<file path="src/hw/rtl/adc_osr_pkg.sv">
// Package: shared types, register map, masks and reset values of the ADC one-shot register block
package adc_osr_pkg;

    localparam int FUNC_W   = 3;
    localparam int OFFSET_W = 10;
    localparam int WORD_W   = 32;
    localparam int CODE_W   = 12;
    localparam int CHAN_W   = 3;
    localparam int ATTEN_W  = 2;
    localparam int COUNT_W  = 30;
    localparam int ENA_W    = 6;
    localparam int ONESHOT_W = 9;
    localparam int CW2_W    = 25;

    localparam logic [WORD_W-1:0] MAX_DELAY_TICKS = 32'd1000000000;

    localparam logic [FUNC_W-1:0] FUNC_READ  = 3'd0;
    localparam logic [FUNC_W-1:0] FUNC_WRITE = 3'd1;
    localparam logic [FUNC_W-1:0] FUNC_CODE  = 3'd2;
    localparam logic [FUNC_W-1:0] FUNC_DELAY = 3'd3;
    localparam logic [FUNC_W-1:0] FUNC_TICK  = 3'd4;

    localparam logic [OFFSET_W-1:0] OFF_CTRL    = 10'h000;
    localparam logic [OFFSET_W-1:0] OFF_CTRL2   = 10'h004;
    localparam logic [OFFSET_W-1:0] OFF_ONESHOT = 10'h020;
    localparam logic [OFFSET_W-1:0] OFF_ARB     = 10'h024;
    localparam logic [OFFSET_W-1:0] OFF_DATA    = 10'h02c;
    localparam logic [OFFSET_W-1:0] OFF_INT_ENA = 10'h040;
    localparam logic [OFFSET_W-1:0] OFF_INT_RAW = 10'h044;
    localparam logic [OFFSET_W-1:0] OFF_INT_ST  = 10'h048;
    localparam logic [OFFSET_W-1:0] OFF_INT_CLR = 10'h04c;
    localparam logic [OFFSET_W-1:0] OFF_CLK     = 10'h054;

    localparam logic [WORD_W-1:0] CTRL_MASK  = 32'hd883ffc3;
    localparam logic [WORD_W-1:0] CTRL2_MASK = 32'h01fff7ff;

    localparam logic [WORD_W-1:0]    CTRL_RESET    = 32'h40038240;
    localparam logic [CW2_W-1:0]     CTRL2_RESET   = 25'h000a1fe;
    localparam logic [ONESHOT_W-1:0] ONESHOT_RESET = 9'h034;
    localparam logic [WORD_W-1:0]    ARB_RESET     = 32'h00000900;
    localparam logic [WORD_W-1:0]    CLK_RESET     = 32'h00000004;

    localparam int CW2_INVERT_BIT   = 9;
    localparam int CW2_TIMERSCAN_BIT = 24;

    typedef struct packed {
        logic [FUNC_W-1:0]   func;
        logic [OFFSET_W-1:0] reg_offset;
        logic [WORD_W-1:0]   write_data;
        logic [WORD_W-1:0]   backend_value;
    } cmd_t;

    typedef struct packed {
        logic [WORD_W-1:0]  read_data;
        logic               irq_line;
        logic               request_pending;
        logic [CHAN_W-1:0]  chosen_channel;
        logic [ATTEN_W-1:0] chosen_attenuation;
        logic [WORD_W-1:0]  request_total;
        logic               backend_rejected;
        logic               unmodeled_access;
    } rsp_t;

    typedef struct packed {
        logic pending;
        logic scheduled;
        logic code_valid;
        logic raw_done;
    } status_t;

endpackage

</file>
<file path="src/hw/rtl/adc_osr_cmd_if.sv">
// Interface: command channel carrying bus accesses, backend events and ticks
interface adc_osr_cmd_if;
    import adc_osr_pkg::*;

    logic                valid;
    logic                ready;
    logic [FUNC_W-1:0]   func;
    logic [OFFSET_W-1:0] reg_offset;
    logic [WORD_W-1:0]   write_data;
    logic [WORD_W-1:0]   backend_value;

    modport source (output valid, func, reg_offset, write_data, backend_value, input ready);
    modport sink (input valid, func, reg_offset, write_data, backend_value, output ready);
endinterface

</file>
<file path="src/hw/rtl/adc_osr_rsp_if.sv">
// Interface: result channel carrying read data and block status
interface adc_osr_rsp_if;
    import adc_osr_pkg::*;

    logic               valid;
    logic               ready;
    logic [WORD_W-1:0]  read_data;
    logic               irq_line;
    logic               request_pending;
    logic [CHAN_W-1:0]  chosen_channel;
    logic [ATTEN_W-1:0] chosen_attenuation;
    logic [WORD_W-1:0]  request_total;
    logic               backend_rejected;
    logic               unmodeled_access;

    modport source (output valid, read_data, irq_line, request_pending, chosen_channel,
                    chosen_attenuation, request_total, backend_rejected, unmodeled_access,
                    input ready);
    modport sink (input valid, read_data, irq_line, request_pending, chosen_channel,
                  chosen_attenuation, request_total, backend_rejected, unmodeled_access,
                  output ready);
endinterface

</file>
<file path="src/hw/rtl/adc_osr_core.sv">
// Register file, one-shot request control and conversion countdown
module adc_osr_core (
    input  logic                clk,
    input  logic                rst_n,
    input  logic                step,
    input  adc_osr_pkg::cmd_t    cmd,
    output adc_osr_pkg::rsp_t    rsp_next,
    output adc_osr_pkg::status_t status
);
    import adc_osr_pkg::*;

    logic [WORD_W-1:0]    ctrl_reg, ctrl_next;
    logic [CW2_W-1:0]     ctrl2_reg, ctrl2_next;
    logic [ONESHOT_W-1:0] oneshot_reg, oneshot_next;
    logic [WORD_W-1:0]    arb_reg, arb_next;
    logic [WORD_W-1:0]    clkw_reg, clkw_next;
    logic                 raw_reg, raw_next;
    logic [ENA_W-1:0]     ena_reg, ena_next;
    logic [CODE_W-1:0]    result_reg, result_next;
    logic [CHAN_W-1:0]    chan_reg, chan_next;
    logic [ATTEN_W-1:0]   atten_reg, atten_next;
    logic                 pending_reg, pending_next;
    logic                 code_valid_reg, code_valid_next;
    logic [CODE_W-1:0]    code_reg, code_next;
    logic [COUNT_W-1:0]   count_reg, count_next;
    logic                 sched_reg, sched_next;
    logic [WORD_W-1:0]    total_reg, total_next;

    logic [WORD_W-1:0] rd;
    logic              unk;
    logic              rej;
    logic              start;
    logic              rising;
    logic [3:0]        ch;
    logic              req_ok;

    always_comb
    begin
        ctrl_next       = ctrl_reg;
        ctrl2_next      = ctrl2_reg;
        oneshot_next    = oneshot_reg;
        arb_next        = arb_reg;
        clkw_next       = clkw_reg;
        raw_next        = raw_reg;
        ena_next        = ena_reg;
        result_next     = result_reg;
        chan_next       = chan_reg;
        atten_next      = atten_reg;
        pending_next    = pending_reg;
        code_valid_next = code_valid_reg;
        code_next       = code_reg;
        count_next      = count_reg;
        sched_next      = sched_reg;
        total_next      = total_reg;
        rd  = '0;
        unk = 1'b0;
        rej = 1'b0;

        start  = cmd.write_data[29];
        rising = start && !oneshot_reg[6];
        ch     = cmd.write_data[28:25];
        req_ok = (cmd.write_data[31:30] == 2'b10) && (ch <= 4'd4)
                 && !ctrl2_reg[CW2_TIMERSCAN_BIT];

        case (cmd.func)
            FUNC_READ:
            begin
                case (cmd.reg_offset)
                    OFF_CTRL:    rd = ctrl_reg;
                    OFF_CTRL2:   rd = {{(WORD_W-CW2_W){1'b0}}, ctrl2_reg};
                    OFF_ONESHOT: rd = {oneshot_reg, {(WORD_W-ONESHOT_W){1'b0}}};
                    OFF_ARB:     rd = arb_reg;
                    OFF_DATA:    rd = {{(WORD_W-CODE_W){1'b0}}, result_reg};
                    OFF_INT_ENA: rd = {ena_reg, {(WORD_W-ENA_W){1'b0}}};
                    OFF_INT_RAW: rd = {raw_reg, {(WORD_W-1){1'b0}}};
                    OFF_INT_ST:  rd = {raw_reg & ena_reg[ENA_W-1], {(WORD_W-1){1'b0}}};
                    OFF_INT_CLR: rd = '0;
                    OFF_CLK:     rd = clkw_reg;
                    default:     unk = 1'b1;
                endcase
            end
            FUNC_WRITE:
            begin
                case (cmd.reg_offset)
                    OFF_CTRL:    ctrl_next = cmd.write_data & CTRL_MASK;
                    OFF_CTRL2:
                    begin
                        ctrl2_next = cmd.write_data[CW2_W-1:0] & CTRL2_MASK[CW2_W-1:0];
                        unk        = cmd.write_data[CW2_TIMERSCAN_BIT];
                    end
                    OFF_ARB:     arb_next = cmd.write_data;
                    OFF_CLK:     clkw_next = cmd.write_data;
                    OFF_ONESHOT:
                    begin
                        oneshot_next = cmd.write_data[31:23];
                        if (!start)
                        begin
                            pending_next    = 1'b0;
                            code_valid_next = 1'b0;
                            sched_next      = 1'b0;
                            count_next      = '0;
                        end
                        if (rising)
                        begin
                            if (!req_ok)
                            begin
                                unk = 1'b1;
                            end
                            else
                            begin
                                chan_next       = ch[CHAN_W-1:0];
                                atten_next      = cmd.write_data[24:23];
                                total_next      = total_reg + 32'd1;
                                pending_next    = 1'b1;
                                code_valid_next = 1'b0;
                            end
                        end
                    end
                    OFF_INT_ENA: ena_next = cmd.write_data[31:26];
                    OFF_INT_CLR:
                    begin
                        if (cmd.write_data[31])
                            raw_next = 1'b0;
                    end
                    default:     unk = 1'b1;
                endcase
            end
            FUNC_CODE:
            begin
                if (!pending_reg || sched_reg || (cmd.backend_value[WORD_W-1:CODE_W] != '0))
                begin
                    rej = 1'b1;
                end
                else
                begin
                    code_valid_next = 1'b1;
                    code_next       = cmd.backend_value[CODE_W-1:0];
                end
            end
            FUNC_DELAY:
            begin
                if (!pending_reg || sched_reg || !code_valid_reg ||
                    (cmd.backend_value == '0) || (cmd.backend_value > MAX_DELAY_TICKS))
                begin
                    rej = 1'b1;
                end
                else
                begin
                    count_next = cmd.backend_value[COUNT_W-1:0];
                    sched_next = 1'b1;
                end
            end
            FUNC_TICK:
            begin
                if (sched_reg)
                begin
                    if (count_reg[COUNT_W-1:1] == '0)
                    begin
                        sched_next = 1'b0;
                        count_next = '0;
                        if (pending_reg)
                        begin
                            result_next     = code_reg ^ {CODE_W{ctrl2_reg[CW2_INVERT_BIT]}};
                            pending_next    = 1'b0;
                            code_valid_next = 1'b0;
                            raw_next        = 1'b1;
                        end
                    end
                    else
                    begin
                        count_next = count_reg - 30'd1;
                    end
                end
            end
            default:
            begin
            end
        endcase

        rsp_next.read_data          = rd;
        rsp_next.irq_line           = raw_next & ena_next[ENA_W-1];
        rsp_next.request_pending    = pending_next;
        rsp_next.chosen_channel     = chan_next;
        rsp_next.chosen_attenuation = atten_next;
        rsp_next.request_total      = total_next;
        rsp_next.backend_rejected   = rej;
        rsp_next.unmodeled_access   = unk;
    end

    always_ff @(posedge clk or negedge rst_n)
    begin
        if (!rst_n)
        begin
            ctrl_reg       <= CTRL_RESET;
            ctrl2_reg      <= CTRL2_RESET;
            oneshot_reg    <= ONESHOT_RESET;
            arb_reg        <= ARB_RESET;
            clkw_reg       <= CLK_RESET;
            raw_reg        <= 1'b0;
            ena_reg        <= '0;
            result_reg     <= '0;
            chan_reg       <= '0;
            atten_reg      <= '0;
            pending_reg    <= 1'b0;
            code_valid_reg <= 1'b0;
            count_reg      <= '0;
            sched_reg      <= 1'b0;
            total_reg      <= '0;
        end
        else if (step)
        begin
            ctrl_reg       <= ctrl_next;
            ctrl2_reg      <= ctrl2_next;
            oneshot_reg    <= oneshot_next;
            arb_reg        <= arb_next;
            clkw_reg       <= clkw_next;
            raw_reg        <= raw_next;
            ena_reg        <= ena_next;
            result_reg     <= result_next;
            chan_reg       <= chan_next;
            atten_reg      <= atten_next;
            pending_reg    <= pending_next;
            code_valid_reg <= code_valid_next;
            count_reg      <= count_next;
            sched_reg      <= sched_next;
            total_reg      <= total_next;
        end
    end

    // held code is payload, qualified by code_valid_reg
    always_ff @(posedge clk)
    begin
        if (step)
            code_reg <= code_next;
    end

    assign status.pending    = pending_reg;
    assign status.scheduled  = sched_reg;
    assign status.code_valid = code_valid_reg;
    assign status.raw_done   = raw_reg;

endmodule

</file>
<file path="src/hw/rtl/adc_oneshot_register_block.sv">
// Top level: input register, register core and result register of the ADC one-shot block
// An accepted item waits in the input register until its result enters the result register.
// Throughput: one item per cycle unless an unread result stalls it; one pass updates all state.
// The input stage keeps accepting while a result waits, up to one item held.
// Reset: asynchronous, active low; registers return to their documented reset values,
// no request pending, no countdown running, both pipeline stages empty.
module adc_oneshot_register_block (
    input  logic clk,
    input  logic rst_n,
    adc_osr_cmd_if.sink   cmd,
    adc_osr_rsp_if.source rsp
);
    import adc_osr_pkg::*;

    logic    cmd_valid_reg;
    cmd_t    cmd_data_reg;
    logic    rsp_valid_reg;
    rsp_t    rsp_data_reg;
    rsp_t    rsp_next;
    status_t status;
    logic    advance;

    assign advance   = cmd_valid_reg && (!rsp_valid_reg || rsp.ready);
    assign cmd.ready = !cmd_valid_reg || advance;

    always_ff @(posedge clk or negedge rst_n)
    begin
        if (!rst_n)
        begin
            cmd_valid_reg <= 1'b0;
            rsp_valid_reg <= 1'b0;
        end
        else
        begin
            if (cmd.ready)
                cmd_valid_reg <= cmd.valid;
            if (advance)
                rsp_valid_reg <= 1'b1;
            else if (rsp.ready)
                rsp_valid_reg <= 1'b0;
        end
    end

    always_ff @(posedge clk)
    begin
        if (cmd.valid && cmd.ready)
        begin
            cmd_data_reg.func          <= cmd.func;
            cmd_data_reg.reg_offset    <= cmd.reg_offset;
            cmd_data_reg.write_data    <= cmd.write_data;
            cmd_data_reg.backend_value <= cmd.backend_value;
        end
        if (advance)
            rsp_data_reg <= rsp_next;
    end

    adc_osr_core u_core (
        .clk      (clk),
        .rst_n    (rst_n),
        .step     (advance),
        .cmd      (cmd_data_reg),
        .rsp_next (rsp_next),
        .status   (status)
    );

    assign rsp.valid              = rsp_valid_reg;
    assign rsp.read_data          = rsp_data_reg.read_data;
    assign rsp.irq_line           = rsp_data_reg.irq_line;
    assign rsp.request_pending    = rsp_data_reg.request_pending;
    assign rsp.chosen_channel     = rsp_data_reg.chosen_channel;
    assign rsp.chosen_attenuation = rsp_data_reg.chosen_attenuation;
    assign rsp.request_total      = rsp_data_reg.request_total;
    assign rsp.backend_rejected   = rsp_data_reg.backend_rejected;
    assign rsp.unmodeled_access   = rsp_data_reg.unmodeled_access;

    a_sched_needs_code: assert property (@(posedge clk) disable iff (!rst_n)
        status.scheduled |-> (status.pending && status.code_valid))
        else $error("countdown running without a pending request and held code");

    a_done_from_countdown: assert property (@(posedge clk) disable iff (!rst_n)
        $rose(status.raw_done) |-> $past(status.scheduled))
        else $error("done interrupt raised without a running countdown");

    a_flags_exclusive: assert property (@(posedge clk) disable iff (!rst_n)
        rsp_valid_reg |-> !(rsp_data_reg.backend_rejected && rsp_data_reg.unmodeled_access))
        else $error("result flags both raised for one item");

    a_stall_holds_state: assert property (@(posedge clk) disable iff (!rst_n)
        (cmd_valid_reg && !advance) |=> $stable(status))
        else $error("core state changed while the item was stalled");

endmodule
</file>
<file path="src/flat_wrapper.sv">
// flat-port wrapper written by rule: the top's interface ports become plain ports
module adc_oneshot_register_block_flat import adc_osr_pkg::*;
  (clk, rst_n, cmd_valid, cmd_func, cmd_reg_offset, cmd_write_data, cmd_backend_value, cmd_ready, rsp_valid, rsp_read_data, rsp_irq_line, rsp_request_pending, rsp_chosen_channel, rsp_chosen_attenuation, rsp_request_total, rsp_backend_rejected, rsp_unmodeled_access, rsp_ready);
  adc_osr_cmd_if cmd_i ();
  adc_osr_rsp_if rsp_i ();
  input  logic clk;
  input  logic rst_n;
  input wire logic [$bits(cmd_i.valid)-1:0] cmd_valid;
  input wire logic [$bits(cmd_i.func)-1:0] cmd_func;
  input wire logic [$bits(cmd_i.reg_offset)-1:0] cmd_reg_offset;
  input wire logic [$bits(cmd_i.write_data)-1:0] cmd_write_data;
  input wire logic [$bits(cmd_i.backend_value)-1:0] cmd_backend_value;
  output wire logic [$bits(cmd_i.ready)-1:0] cmd_ready;
  output wire logic [$bits(rsp_i.valid)-1:0] rsp_valid;
  output wire logic [$bits(rsp_i.read_data)-1:0] rsp_read_data;
  output wire logic [$bits(rsp_i.irq_line)-1:0] rsp_irq_line;
  output wire logic [$bits(rsp_i.request_pending)-1:0] rsp_request_pending;
  output wire logic [$bits(rsp_i.chosen_channel)-1:0] rsp_chosen_channel;
  output wire logic [$bits(rsp_i.chosen_attenuation)-1:0] rsp_chosen_attenuation;
  output wire logic [$bits(rsp_i.request_total)-1:0] rsp_request_total;
  output wire logic [$bits(rsp_i.backend_rejected)-1:0] rsp_backend_rejected;
  output wire logic [$bits(rsp_i.unmodeled_access)-1:0] rsp_unmodeled_access;
  input wire logic [$bits(rsp_i.ready)-1:0] rsp_ready;
  assign cmd_i.valid = cmd_valid;
  assign cmd_i.func = cmd_func;
  assign cmd_i.reg_offset = cmd_reg_offset;
  assign cmd_i.write_data = cmd_write_data;
  assign cmd_i.backend_value = cmd_backend_value;
  assign cmd_ready = cmd_i.ready;
  assign rsp_valid = rsp_i.valid;
  assign rsp_read_data = rsp_i.read_data;
  assign rsp_irq_line = rsp_i.irq_line;
  assign rsp_request_pending = rsp_i.request_pending;
  assign rsp_chosen_channel = rsp_i.chosen_channel;
  assign rsp_chosen_attenuation = rsp_i.chosen_attenuation;
  assign rsp_request_total = rsp_i.request_total;
  assign rsp_backend_rejected = rsp_i.backend_rejected;
  assign rsp_unmodeled_access = rsp_i.unmodeled_access;
  assign rsp_i.ready = rsp_ready;
  adc_oneshot_register_block u_core (.clk(clk), .rst_n(rst_n), .cmd(cmd_i), .rsp(rsp_i));
endmodule
</file>
<file path="config.mk">
export PLATFORM = sky130hd
export DESIGN_NAME = adc_oneshot_register_block_flat
export DESIGN_NICKNAME = d
export VERILOG_FILES = /design/src/hw/rtl/adc_osr_pkg.sv /design/src/hw/rtl/adc_osr_cmd_if.sv /design/src/hw/rtl/adc_osr_rsp_if.sv /design/src/hw/rtl/adc_osr_core.sv /design/src/hw/rtl/adc_oneshot_register_block.sv /design/src/flat_wrapper.sv
export SDC_FILE = /design/constraint.sdc
export NUM_CORES = 1
export LEC_CHECK = 0
export BUFFER_PORTS_ARGS = -buffer_cell sky130_fd_sc_hd__buf_2
export CAP_MARGIN = 25
export CELL_PAD_IN_SITES_DETAIL_PLACEMENT = 0
export CELL_PAD_IN_SITES_GLOBAL_PLACEMENT = 1
export CORE_MARGIN = 5
export CORE_UTILIZATION = 35
export DETAILED_ROUTE_END_ITERATION = 6
export HOLD_SLACK_MARGIN = 0.15
export PLACE_DENSITY = 0.63
export SYNTH_ARGS = -nofsm -noshare
export SYNTH_HDL_FRONTEND = slang
export SYNTH_HIERARCHICAL = 1
export SYNTH_SLANG_ARGS = --single-unit
</file>
<file path="constraint.sdc">
create_clock -name clk -period 4.9 [get_ports clk]
set_input_delay 0 -clock clk [delete_from_list [all_inputs] [get_ports clk]]
set_output_delay 0 -clock clk [all_outputs]
set_load 0.01 [all_outputs]
</file>
# Word level (Yosys, flattened, before mapping)
# Cells that the tools add are included.
# totals
regBits	369
output_inout_bits	75
elab_cells	158
# op_classes
n_eq_ne	21
n_addsub	2
reduce_logical	39
muxes	59
n_bitwise	4
magnitude_cmp	2
# op_table
op	count
$pmux 32 s9	1
$mux 30	5
$mux 32	4
$pmux 30 s3	1
$eq 10x7->1 const B	5
$add 32x1->32 const B	1
$gt 32x30->1 const B	1
$logic_not 32->1	1
$mux 1	31
$eq 10x6->1 const B	3
$sub 30x1->30 const B	1
$logic_not 29->1	1
$reduce_and 3->1	7
$reduce_bool 20->1	1
$mux 3	4
$mux 6	2
$ne 2x2->1 const B	6
$xor 12x12->12	1
$eq 10x3->1 const B	1
$logic_not 10->1	1
$reduce_and 5->1	2
$reduce_or 10->1	1
$pmux 1 s3	3
$mux 2	4
18 further kinds	39

# Longest topological paths before layout
# Gate-level depths: netlist (run 1).
# depth
ltp_word	7
mapped_depth	11

# Cells and area by module
# The synthesis (run 1) kept the hierarchy.
# by_module_without_submodules
mod	cells_each	area_each_um2	seq_area_each_um2	instances
adc_osr_core	1051	11368.4	5517.8	1
adc_oneshot_register_block	158	4608.2	4554.4	1

# Worst setup path after synthesis (run 1)
# Ideal clock, no wire load.
# synth_timing
path_type	reg-to-reg
start	register u_core.rsp_valid_reg (netlist: u_core/rsp.valid)
end	register u_core.u_core.count_reg[11]
period_less_slack_ns	4.342
arrival_ns	4.208
slack_ns	0.558
stages_incl_launch_ff	12
required_time_ns	4.766
cell_sequence	dfrtp_1 > nand2b_1 > and2_1 > clkbuf_1 > or4bb_1 > nor4_1 > o22ai_1 > a211oi_1 > buf_2 > buf_4 > nand3_1 > o2bb2ai_1
# synth_via
elab_chain_len	4
# synth_rtl
item	line	text
from (decl)	adc_oneshot_register_block.sv:17	logic rsp_valid_reg;
from (signal assigned)	adc_oneshot_register_block.sv:31	rsp_valid_reg <= 1'b0;
from (signal assigned)	adc_oneshot_register_block.sv:38	rsp_valid_reg <= 1'b1;
from (signal assigned)	adc_oneshot_register_block.sv:40	rsp_valid_reg <= 1'b0;
$logic_not 1->1	adc_oneshot_register_block.sv:23	assign advance = cmd_valid_reg && (!rsp_valid_reg || rsp.ready);
$logic_or 1x1->1	adc_oneshot_register_block.sv:23	
$logic_and 1x1->1	adc_oneshot_register_block.sv:23	
via u_core.advance	adc_oneshot_register_block.sv:21	logic advance;
$reduce_and 6->1 (no line)	n/a	
to (signal assigned)	adc_osr_core.sv:224	count_reg <= count_next;
to (decl)	adc_osr_core.sv:25	logic [COUNT_W-1:0] count_reg, count_next;
# The timed path passes the listed nets, and every way through them passes these cells.
# A chain may end at the register's enable or synchronous reset.

==> metrics.csv, run 1 <==
metric,value,unit
Clock Latency Late Sink,560,ps
largest net degree at the start of global routing,103,
TritonCTS buffer count,42,
Gate power share,10.1,%
fillers,4138,
initial core utilization,35.3,%
max reg flops,77,
Max-cap violations,0,
Final ANT Viol Nets,0,
Hold Buf Count CTS,141,
Worst-Margin Slew,1010,ps
number of I/O pins,156,
Power Density,365,nW/um2
Rel. slew slack,32.7,%
Layout area overhead,25.9,%
Syn Area/Cell,13.2,um2
Tcrit/Tclk final,63.8,%
Placed Instance Area,17300,um2
Internal,5.50,mW
Pleak,8.20,nW
"critical path fanouts, max",17,
post-CTS sizing,0,
critical path class,reg -> reg,
VDD IR max,0.227,mV
vias in the first global route,11300,
Worst Hold Class,in -> reg,
FMAX,0.320,GHz
fin crit period,3120,ps
post-CTS setup buffers,0,
DR pass1 iterations,6,
syn_nets,1288,
Global Route Usage Sum,16.1,%
initial antenna violation count,0,
Place WS,1780,ps
Nets,1563,
port bufs,155,
gpl congestion,0.802,
DRT iter0 DRCs,774,
CTS Root Cell,clkbuf_16,
WL/cell,19.2,um
Synth Instances,1205,
Sink Count,369,
vias,10900,
Psw,1.83,mW
status,"complete, no violations",
overflow left after global routing,0,
die area,49900,um2
post-synthesis cell area,15900,um2
Critical Path End Type,flop,
layout cells sized above 1,29.1,%
Post-Layout Inst Area,20100,um2
final-report hold violation count,0,
CTS tree,done,
Clock Path Buffers,3,
Seq pwr share,47.9,%
Inserted Diodes,0,
setup violators final,0,
total power,7.34,mW
synthesis warning total,6,
WP data arrival,3420,ps
fin. max-slew vios,0,
DRC,0,
Worst Setup Start Kind,flop,
Sw Ratio,25.0,%
Clock Skew,12.7,ps
Routed Wire Length,40700,um
Worst Path Required,5200,ps
total negative slack,0,ps
core area,45200,um2
Die Width,223,um
setup repair after global routing missed its margin,no,
row count,78,
post-detail-place hpwl,25400,um
H-Tree Depth,2,
clock share of power,42.0,%
clock transition at the registers of the reported paths,60,ps
Vias/cell,5.14,
Worst Slack Setup Final,1780,ps
first-pass GRT wire length,64700,um
die height,223,um
final timing paths:
| kind | endpoint | cells after the start | slack, ps | startpoint |
|---|---|---|---|---|
| max | u_core/rsp.request_total[11]$_DFFE_PP_ | 6 | 1780 | u_core/cmd_data_reg[65]$_DFFE_PP_ |
| min | u_core/cmd_data_reg[58]$_DFFE_PP_ | 2 | 180 | cmd_write_data[26] |
| max reg2reg | u_core/rsp.request_total[11]$_DFFE_PP_ | 6 | 1780 | u_core/cmd_data_reg[65]$_DFFE_PP_ |
| min reg2reg | u_core/u_core/count_reg[13]$_DFFE_PN0P_ | 1 | 480 | u_core/u_core/count_reg[13]$_DFFE_PN0P_ |
| max in group asynchronous | u_core/u_core/clkw_reg[14]$_DFFE_PN0P_ | 4 | 2830 | rst_n |
| min in group asynchronous | u_core/u_core/arb_reg[16]$_DFFE_PN0P_ | 3 | 620 | rst_n |
cells in the final DEF, fill, tap and decap left out, types with 10 or more instances in the layout:
cell           count
edfxtp_1         162
a21oi_1           30
nor4_1            17
a21oi_2           24
buf_2            154
mux2_2           128
nor2_1            52
nand2_1           90
dfstp_2           22
dfrtp_1          185
nor3_1            17
clkbuf_1          14
xor2_1            15
a222oi_1          26
inv_1             10
nand4_1           18
xnor2_1           60
a22oi_1           38
clkbuf_16         43
dlygate4sd3_1    141
o2bb2ai_1         26
o21ai_0           17
buf_4             20
nand3_1           60
metrics by stage:
stage          cells  util [%]  hold slack, ps
6_report        2114      44.4             181
5_1_grt         2114      44.4             166
4_1_cts         2114      44.4             151
3_5_place_dp    1895      38.3             178
3_3_place_gp    1895      38.3             177
2_1_floorplan   1205         -            -296
routing by layer:
layer	vias to the layer above	global-route usage [%]	wire length (um)
li1	5065	-	-
met1	5500	22.4	18700
met2	254	26.5	19500
met3	52	2.91	1800
met4	0	3.72	708
met5	-	0	0
final cells by class:
cell class	instances	area (um2)	share of cell area, %
well taps	600	751	3.74
inverters	10	37.5	0.187
multi-input cells	741	5510	27.5
clock inverters	15	143	0.711
flip-flops and latches	369	10100	50.2
repair buffers	316	2350	11.7
clock buffers	63	1210	6.03
power by group through the flow:
| stage | clock network [mW] | registers [mW] | logic (mW) |
|---|---|---|---|
| after floorplan | 0 | 3.54 | 0.408 |
| after global placement | 0 | 3.57 | 0.650 |
| after detailed placement | 0 | 3.57 | 0.656 |
| after CTS | 3.18 | 3.52 | 0.743 |
| after global routing | 3.30 | 3.54 | 0.816 |
| final | 3.08 | 3.52 | 0.738 |
critical path, cell delays in order, from the launching register on:
cell      delay (ps)
edfxtp_1         470
or4_1            710
nand4b_4         250
or2_1            570
nor4_4           550
nand3_1          150
xnor2_1          150
Note: power is estimated with default switching activity, not from simulation.
==> run 2, diff against run 1 <==
--- a/config.mk
+++ b/config.mk
@@ -5,6 +5,7 @@
 export SDC_FILE = /design/constraint.sdc
 export NUM_CORES = 1
 export LEC_CHECK = 0
+export ABC_AREA = 1
 export BUFFER_PORTS_ARGS = -buffer_cell sky130_fd_sc_hd__buf_2
 export CAP_MARGIN = 25
 export CELL_PAD_IN_SITES_DETAIL_PLACEMENT = 0
@@ -13,7 +14,7 @@
 export CORE_UTILIZATION = 35
 export DETAILED_ROUTE_END_ITERATION = 6
 export HOLD_SLACK_MARGIN = 0.15
-export PLACE_DENSITY = 0.63
+export PLACE_DENSITY = 0.67
 export SYNTH_ARGS = -nofsm -noshare
 export SYNTH_HDL_FRONTEND = slang
 export SYNTH_HIERARCHICAL = 1
==> constraint.sdc (replaced) <==
create_clock -name clk -period 3.2 [get_ports clk]
set_input_delay 0 -clock clk [delete_from_list [all_inputs] [get_ports clk]]
set_output_delay 0 -clock clk [all_outputs]
set_load 0.01 [all_outputs]
==> metrics.csv, run 2 <==
metric,value,unit,change
core area,47400,um2,+5.0%
max reg flops,77,,unchanged
syn_nets,1887,,+47%
clock transition at the registers of the reported paths,60,ps,about the same
DRC,0,,unchanged
Worst Path Required,3520,ps,-1680 ps
die height,228,um,+2.1%
row count,80,,+2.6%
WP data arrival,2740,ps,-680 ps
gpl congestion,0.897,,+12%
first-pass GRT wire length,74300,um,+15%
post-detail-place hpwl,30600,um,+20%
Post-Layout Inst Area,21100,um2,+5.1%
synthesis warning total,6,,unchanged
largest net degree at the start of global routing,88,,-15%
die area,52100,um2,+4.3%
critical path class,reg -> reg,,
Global Route Usage Sum,17.6,%,+1.5 points
Clock Skew,12.6,ps,-0.0766 ps
number of I/O pins,156,,unchanged
post-synthesis cell area,16700,um2,+4.5%
final-report hold violation count,0,,unchanged
VDD IR max,0.372,mV,+64%
RR Startpoint,u_core/cmd_data_reg[73]$_DFFE_PP_,,
Syn Area/Cell,9.24,um2,-30%
Rel. slew slack,46.4,%,+14 points
layout cells sized above 1,14.5,%,-15 points
vias,13200,,+21%
"Core Util, Final",44.5,%,about the same
Pleak,9.41,nW,+15%
Nets,2190,,+40%
Worst Hold Class,in -> reg,,
WL/cell,16.7,um,-13%
Max-cap violations,0,,unchanged
Clock Latency Late Sink,570,ps,about the same
Final Hold Slack,193,ps,+12.0 ps
Worst Setup Start Kind,flop,,
fin crit period,2420,ps,-703 ps
DRT iter0 DRCs,909,,+17%
Sink Count,369,,unchanged
Tcrit/Tclk final,75.7,%,+12 points
total power,12.5,mW,+70%
fin. max-slew vios,0,,unchanged
initial core utilization,35.1,%,-0.17 points
total negative slack,0,ps,unchanged
Place WS,777,ps,-998 ps
setup violators final,0,,unchanged
Critical Path End Type,flop,,
CTS Root Cell,clkbuf_16,,
Clock Path Buffers,3,,unchanged
"commonest non-fill, non-tap cell in the layout",nand2_1,,
overflow left after global routing,0,,unchanged
Layout area overhead,26.6,%,
most frequent cells in the layout,"nand2_1 (559), dfrtp_1 (185), o21ai_0 (173), edfxtp_1 (162), inv_1 (157)",,
"critical path fanouts, max",13,,-4
H-Tree Depth,2,,unchanged
Final ANT Viol Nets,0,,unchanged
status,"complete, no violations",,
DR pass1 iterations,7,,+1
Die Width,228,um,+2.1%
port bufs,155,,unchanged
Vias/cell,4.78,,-7.0%
TritonCTS buffer count,42,,unchanged
fin cells,2756,,+30%
Placed Instance Area,18200,um2,+5.1%
post-CTS setup buffers,0,,unchanged
vias in the first global route,13300,,+18%
Inserted Diodes,0,,unchanged
setup repair after global routing missed its margin,no,,
Worst-Margin Slew,805,ps,-205 ps
FMAX,0.413,GHz,+29%
Power Density,592,nW/um2,+62%
placed cells,2534,,+34%
initial antenna violation count,0,,unchanged
Synth Instances,1804,,+50%
worst setup path start,u_core/cmd_data_reg[73]$_DFFE_PP_,,
Routed Wire Length,45900,um,+13%
Worst Slack Setup Final,779,ps,-997 ps
hold path startpoint,cmd_reg_offset[1],,
CTS tree,done,,
==> run 2: repair_timing <==
action / in CTS / in global routing
hold buffers: 144 / 0
endpoints found under the setup margin: 0 / 0
hold endpoints to repair: 286 / 0
resized for setup: 0 / 0
==> run 2: area by class of cell <==
| cell class | count | area, um2 |
|---|---|---|
| clock buffers | 61 | 1190 |
| multi-input cells | 1201 | 5690 |
| clock inverters | 17 | 254 |
| well taps | 615 | 769 |
| repair buffers | 326 | 2480 |
| fillers | 4603 | 26400 |
| inverters | 167 | 629 |
| flip-flops and latches | 369 | 10100 |
==> run 2: critical path: stages (launching register included) <==
cell	delay, ps
edfxtp_1	420
nor2_4	180
nand2_2	110
nor2_4	210
nand2_2	150
inv_2	300
nand4_2	260
nor3_1	260
nand3_1	120
and2_1	160
==> run 2: metal layers <==
layer | up-vias | part of all wire, % | GRT usage (%)
li1 | 6559 | - | -
met1 | 6279 | 46 | 24.2
met2 | 279 | 48 | 29.3
met3 | 60 | 4.3 | 2.44
met4 | 0 | 2.1 | 5.03
met5 | - | 0 | 0
==> run 2: path summary, 6_finish.rpt <==
kind	end	cells after the start	slack (ps)
max in group asynchronous	u_core/u_core/ctrl2_reg[15]$_DFFE_PN1P_	4	2080
min in group asynchronous	u_core/u_core/ctrl2_reg[3]$_DFFE_PN1P_	3	610
worst min register to register	u_core/u_core/code_reg[4]$_DFFE_PP_	0	460
worst max-delay path	u_core/rsp.request_total[23]$_DFFE_PP_	9	780
worst max register to register	u_core/rsp.request_total[23]$_DFFE_PP_	9	780
worst min-delay path	u_core/cmd_data_reg[65]$_DFFE_PP_	2	190
==> run 2: where the power goes <==
group / switching, mW / leakage (nW) / internal [mW]
combinational: 1.27 / 4.40 / 0.702
sequential: 0.237 / 4.30 / 5.27
clock: 1.99 / 0.712 / 3.02
==> run 3, diff against run 2 <==
==> constraint.sdc (replaced) <==
create_clock -name clk -period 2.5 [get_ports clk]
set_input_delay 0 -clock clk [delete_from_list [all_inputs] [get_ports clk]]
set_output_delay 0 -clock clk [all_outputs]
set_load 0.01 [all_outputs]
==> metrics.csv, run 3 (synthesis results as in run 2) <==
metric,value,unit,change
status,"complete, no violations",,
H-Tree Depth,2,,unchanged
post-detail-place hpwl,30800,um,+0.66%
WL/cell,16.6,um,-0.24%
Worst-Margin Slew,646,ps,-158 ps
Vias/cell,4.79,,+0.23%
Routed Wire Length,46000,um,about the same
VDD IR max,0.585,mV,+57%
layout cells sized above 1,15.5,%,+0.96 points
reg2reg end,u_core/rsp.read_data[16]$_DFFE_PP_,,
max reg flops,77,,unchanged
FMAX,0.448,GHz,+8.5%
Clock Path Buffers,3,,unchanged
Power Density,749,nW/um2,+27%
Clock Latency Late Sink,580,ps,about the same
Worst Slack Setup Final,268,ps,-511 ps
Clock Skew,20.0,ps,+7.38 ps
fin. max-slew vios,0,,unchanged
Rel. slew slack,56.9,%,+11 points
DRT iter0 DRCs,863,,-5.1%
R2R depth,8,,-1
Final ANT Viol Nets,0,,unchanged
number of I/O pins,156,,unchanged
core area,47400,um2,unchanged
Place WS,277,ps,-501 ps
Nets,2199,,+0.41%
fin crit period,2230,ps,-189 ps
Max-cap violations,0,,unchanged
die area,52100,um2,unchanged
Pleak,9.46,nW,+0.56%
most frequent cells in the layout,"nand2_1 (555), dfrtp_1 (184), edfxtp_1 (162), inv_1 (156), buf_2 (154)",,
TritonCTS buffer count,42,,unchanged
DR pass1 iterations,5,,-2
vias in the first global route,13600,,+1.7%
Tcrit/Tclk final,89.3,%,+14 points
initial antenna violation count,0,,unchanged
WP data arrival,2650,ps,-90 ps
RR Startpoint,u_core/cmd_data_reg[71]$_DFFE_PP_,,
worst setup path start,u_core/cmd_data_reg[71]$_DFFE_PP_,,
Global Route Usage Sum,17.6,%,+0.034 points
total power,15.9,mW,+27%
Layout area overhead,27.4,%,
CTS tree,done,,
Die Width,228,um,unchanged
final-report hold violation count,0,,unchanged
setup repair after global routing missed its margin,no,,
row count,80,,unchanged
Sink Count,369,,unchanged
Worst Setup Start Kind,flop,,
first-pass GRT wire length,74500,um,+0.17%
fin cells,2765,,+0.33%
clock transition at the registers of the reported paths,60,ps,about the same
port bufs,155,,unchanged
gpl congestion,0.883,,-1.5%
"Core Util, Final",44.7,%,+0.29 points
Worst Hold Class,in -> reg,,
placed cells,2548,,+0.55%
CP Capture Point,u_core/rsp.read_data[16]$_DFFE_PP_,,
"commonest non-fill, non-tap cell in the layout",nand2_1,,
initial core utilization,35.1,%,unchanged
DRC,0,,unchanged
CTS Root Cell,clkbuf_16,,
largest net degree at the start of global routing,78,,-11%
vias,13300,,+0.56%
Inserted Diodes,0,,unchanged
setup violators final,0,,unchanged
die height,228,um,unchanged
flop2flop setup slack,270,ps,-510 ps
"critical path fanouts, max",16,,+3
overflow left after global routing,0,,unchanged
Critical Path End Type,flop,,
critical path class,reg -> reg,,
Worst Path Required,2920,ps,-600 ps
run 3: cell count changes in the layout (fill, tap and decap cells not counted), moves of 4 or more:
cell	previous run	this run
buf_4	24	32
nand2_1	559	555
buf_12	3	9
o21ai_0	173	115
dlygate4sd3_1	143	138
clkbuf_8	8	4
o21ai_1	14	72
run 3: worst min path at each step:
stage                          startpoint                                 endpoint  slack [ps]  cells past startpoint
floorplan                           rst_n         u_core/cmd_valid_reg$_DFFE_PN0P_        -300                      0
global placement                    rst_n         u_core/cmd_valid_reg$_DFFE_PN0P_          60                      1
detailed placement                  rst_n  u_core/u_core/result_reg[3]$_DFFE_PN0P_          70                      1
CTS                 cmd_backend_value[27]        u_core/cmd_data_reg[27]$_DFFE_PP_         150                      2
global route        cmd_backend_value[27]        u_core/cmd_data_reg[27]$_DFFE_PP_         160                      2
finish              cmd_backend_value[27]        u_core/cmd_data_reg[27]$_DFFE_PP_         170                      2
run 3: final cells by class:
| type | count | area [um2] |
|---|---|---|
| Clock buffer | 56 | 1130 |
| Clock inverter | 22 | 270 |
| Fill cell | 4657 | 26200 |
| Inverter | 167 | 634 |
| Multi-Input combinational cell | 1201 | 5740 |
| Sequential cell | 369 | 10100 |
| Tap cell | 615 | 769 |
| Timing Repair Buffer | 335 | 2610 |
run 3: metrics by stage:
step	instance area, um2	hold slack, ps	TNS, ps
2_1_floorplan	16900	-296	-71120
3_3_place_gp	18400	63.7	0
3_5_place_dp	18400	74.9	0
4_1_cts	21200	151	0
5_1_grt	21200	159	0
6_report	21200	173	0
run 3: report_power, final:
part           internal (mW)  leakage [nW]  total [mW]  switching, mW
registers               6.74          4.30        7.06          0.317
clock network           3.66         0.682        6.24           2.58
logic                  0.947          4.48        2.61           1.66
run 3: repair_timing:
action | CTS | global route
resized for setup | 0 | 0
hold endpoints to repair | 302 | 0
setup buffers | 0 | 0
hold buffers | 139 | 0
run 3: layer usage:
| layer | global-route usage (%) | part of all wire (%) | vias up | wire [um] |
|---|---|---|---|---|
| met3 | 2.61 | 4.1 | 71 | 1900 |
| met4 | 5.45 | 2.5 | 0 | 1170 |
| met1 | 23.6 | 45 | 6326 | 20800 |
| met5 | 0 | 0 | - | 0 |
| met2 | 29.8 | 48 | 275 | 22100 |
| li1 | - | - | 6579 | - |
run 3: critical path, stage by stage, from the launching register on:
cell and delay, ps:
edfxtp_1 380, nor2_1 210, nand2_1 120, nor2_4 190, nand2_1 260, nand3_1 190, nand3_2 270, buf_4 310
nor2_1 130
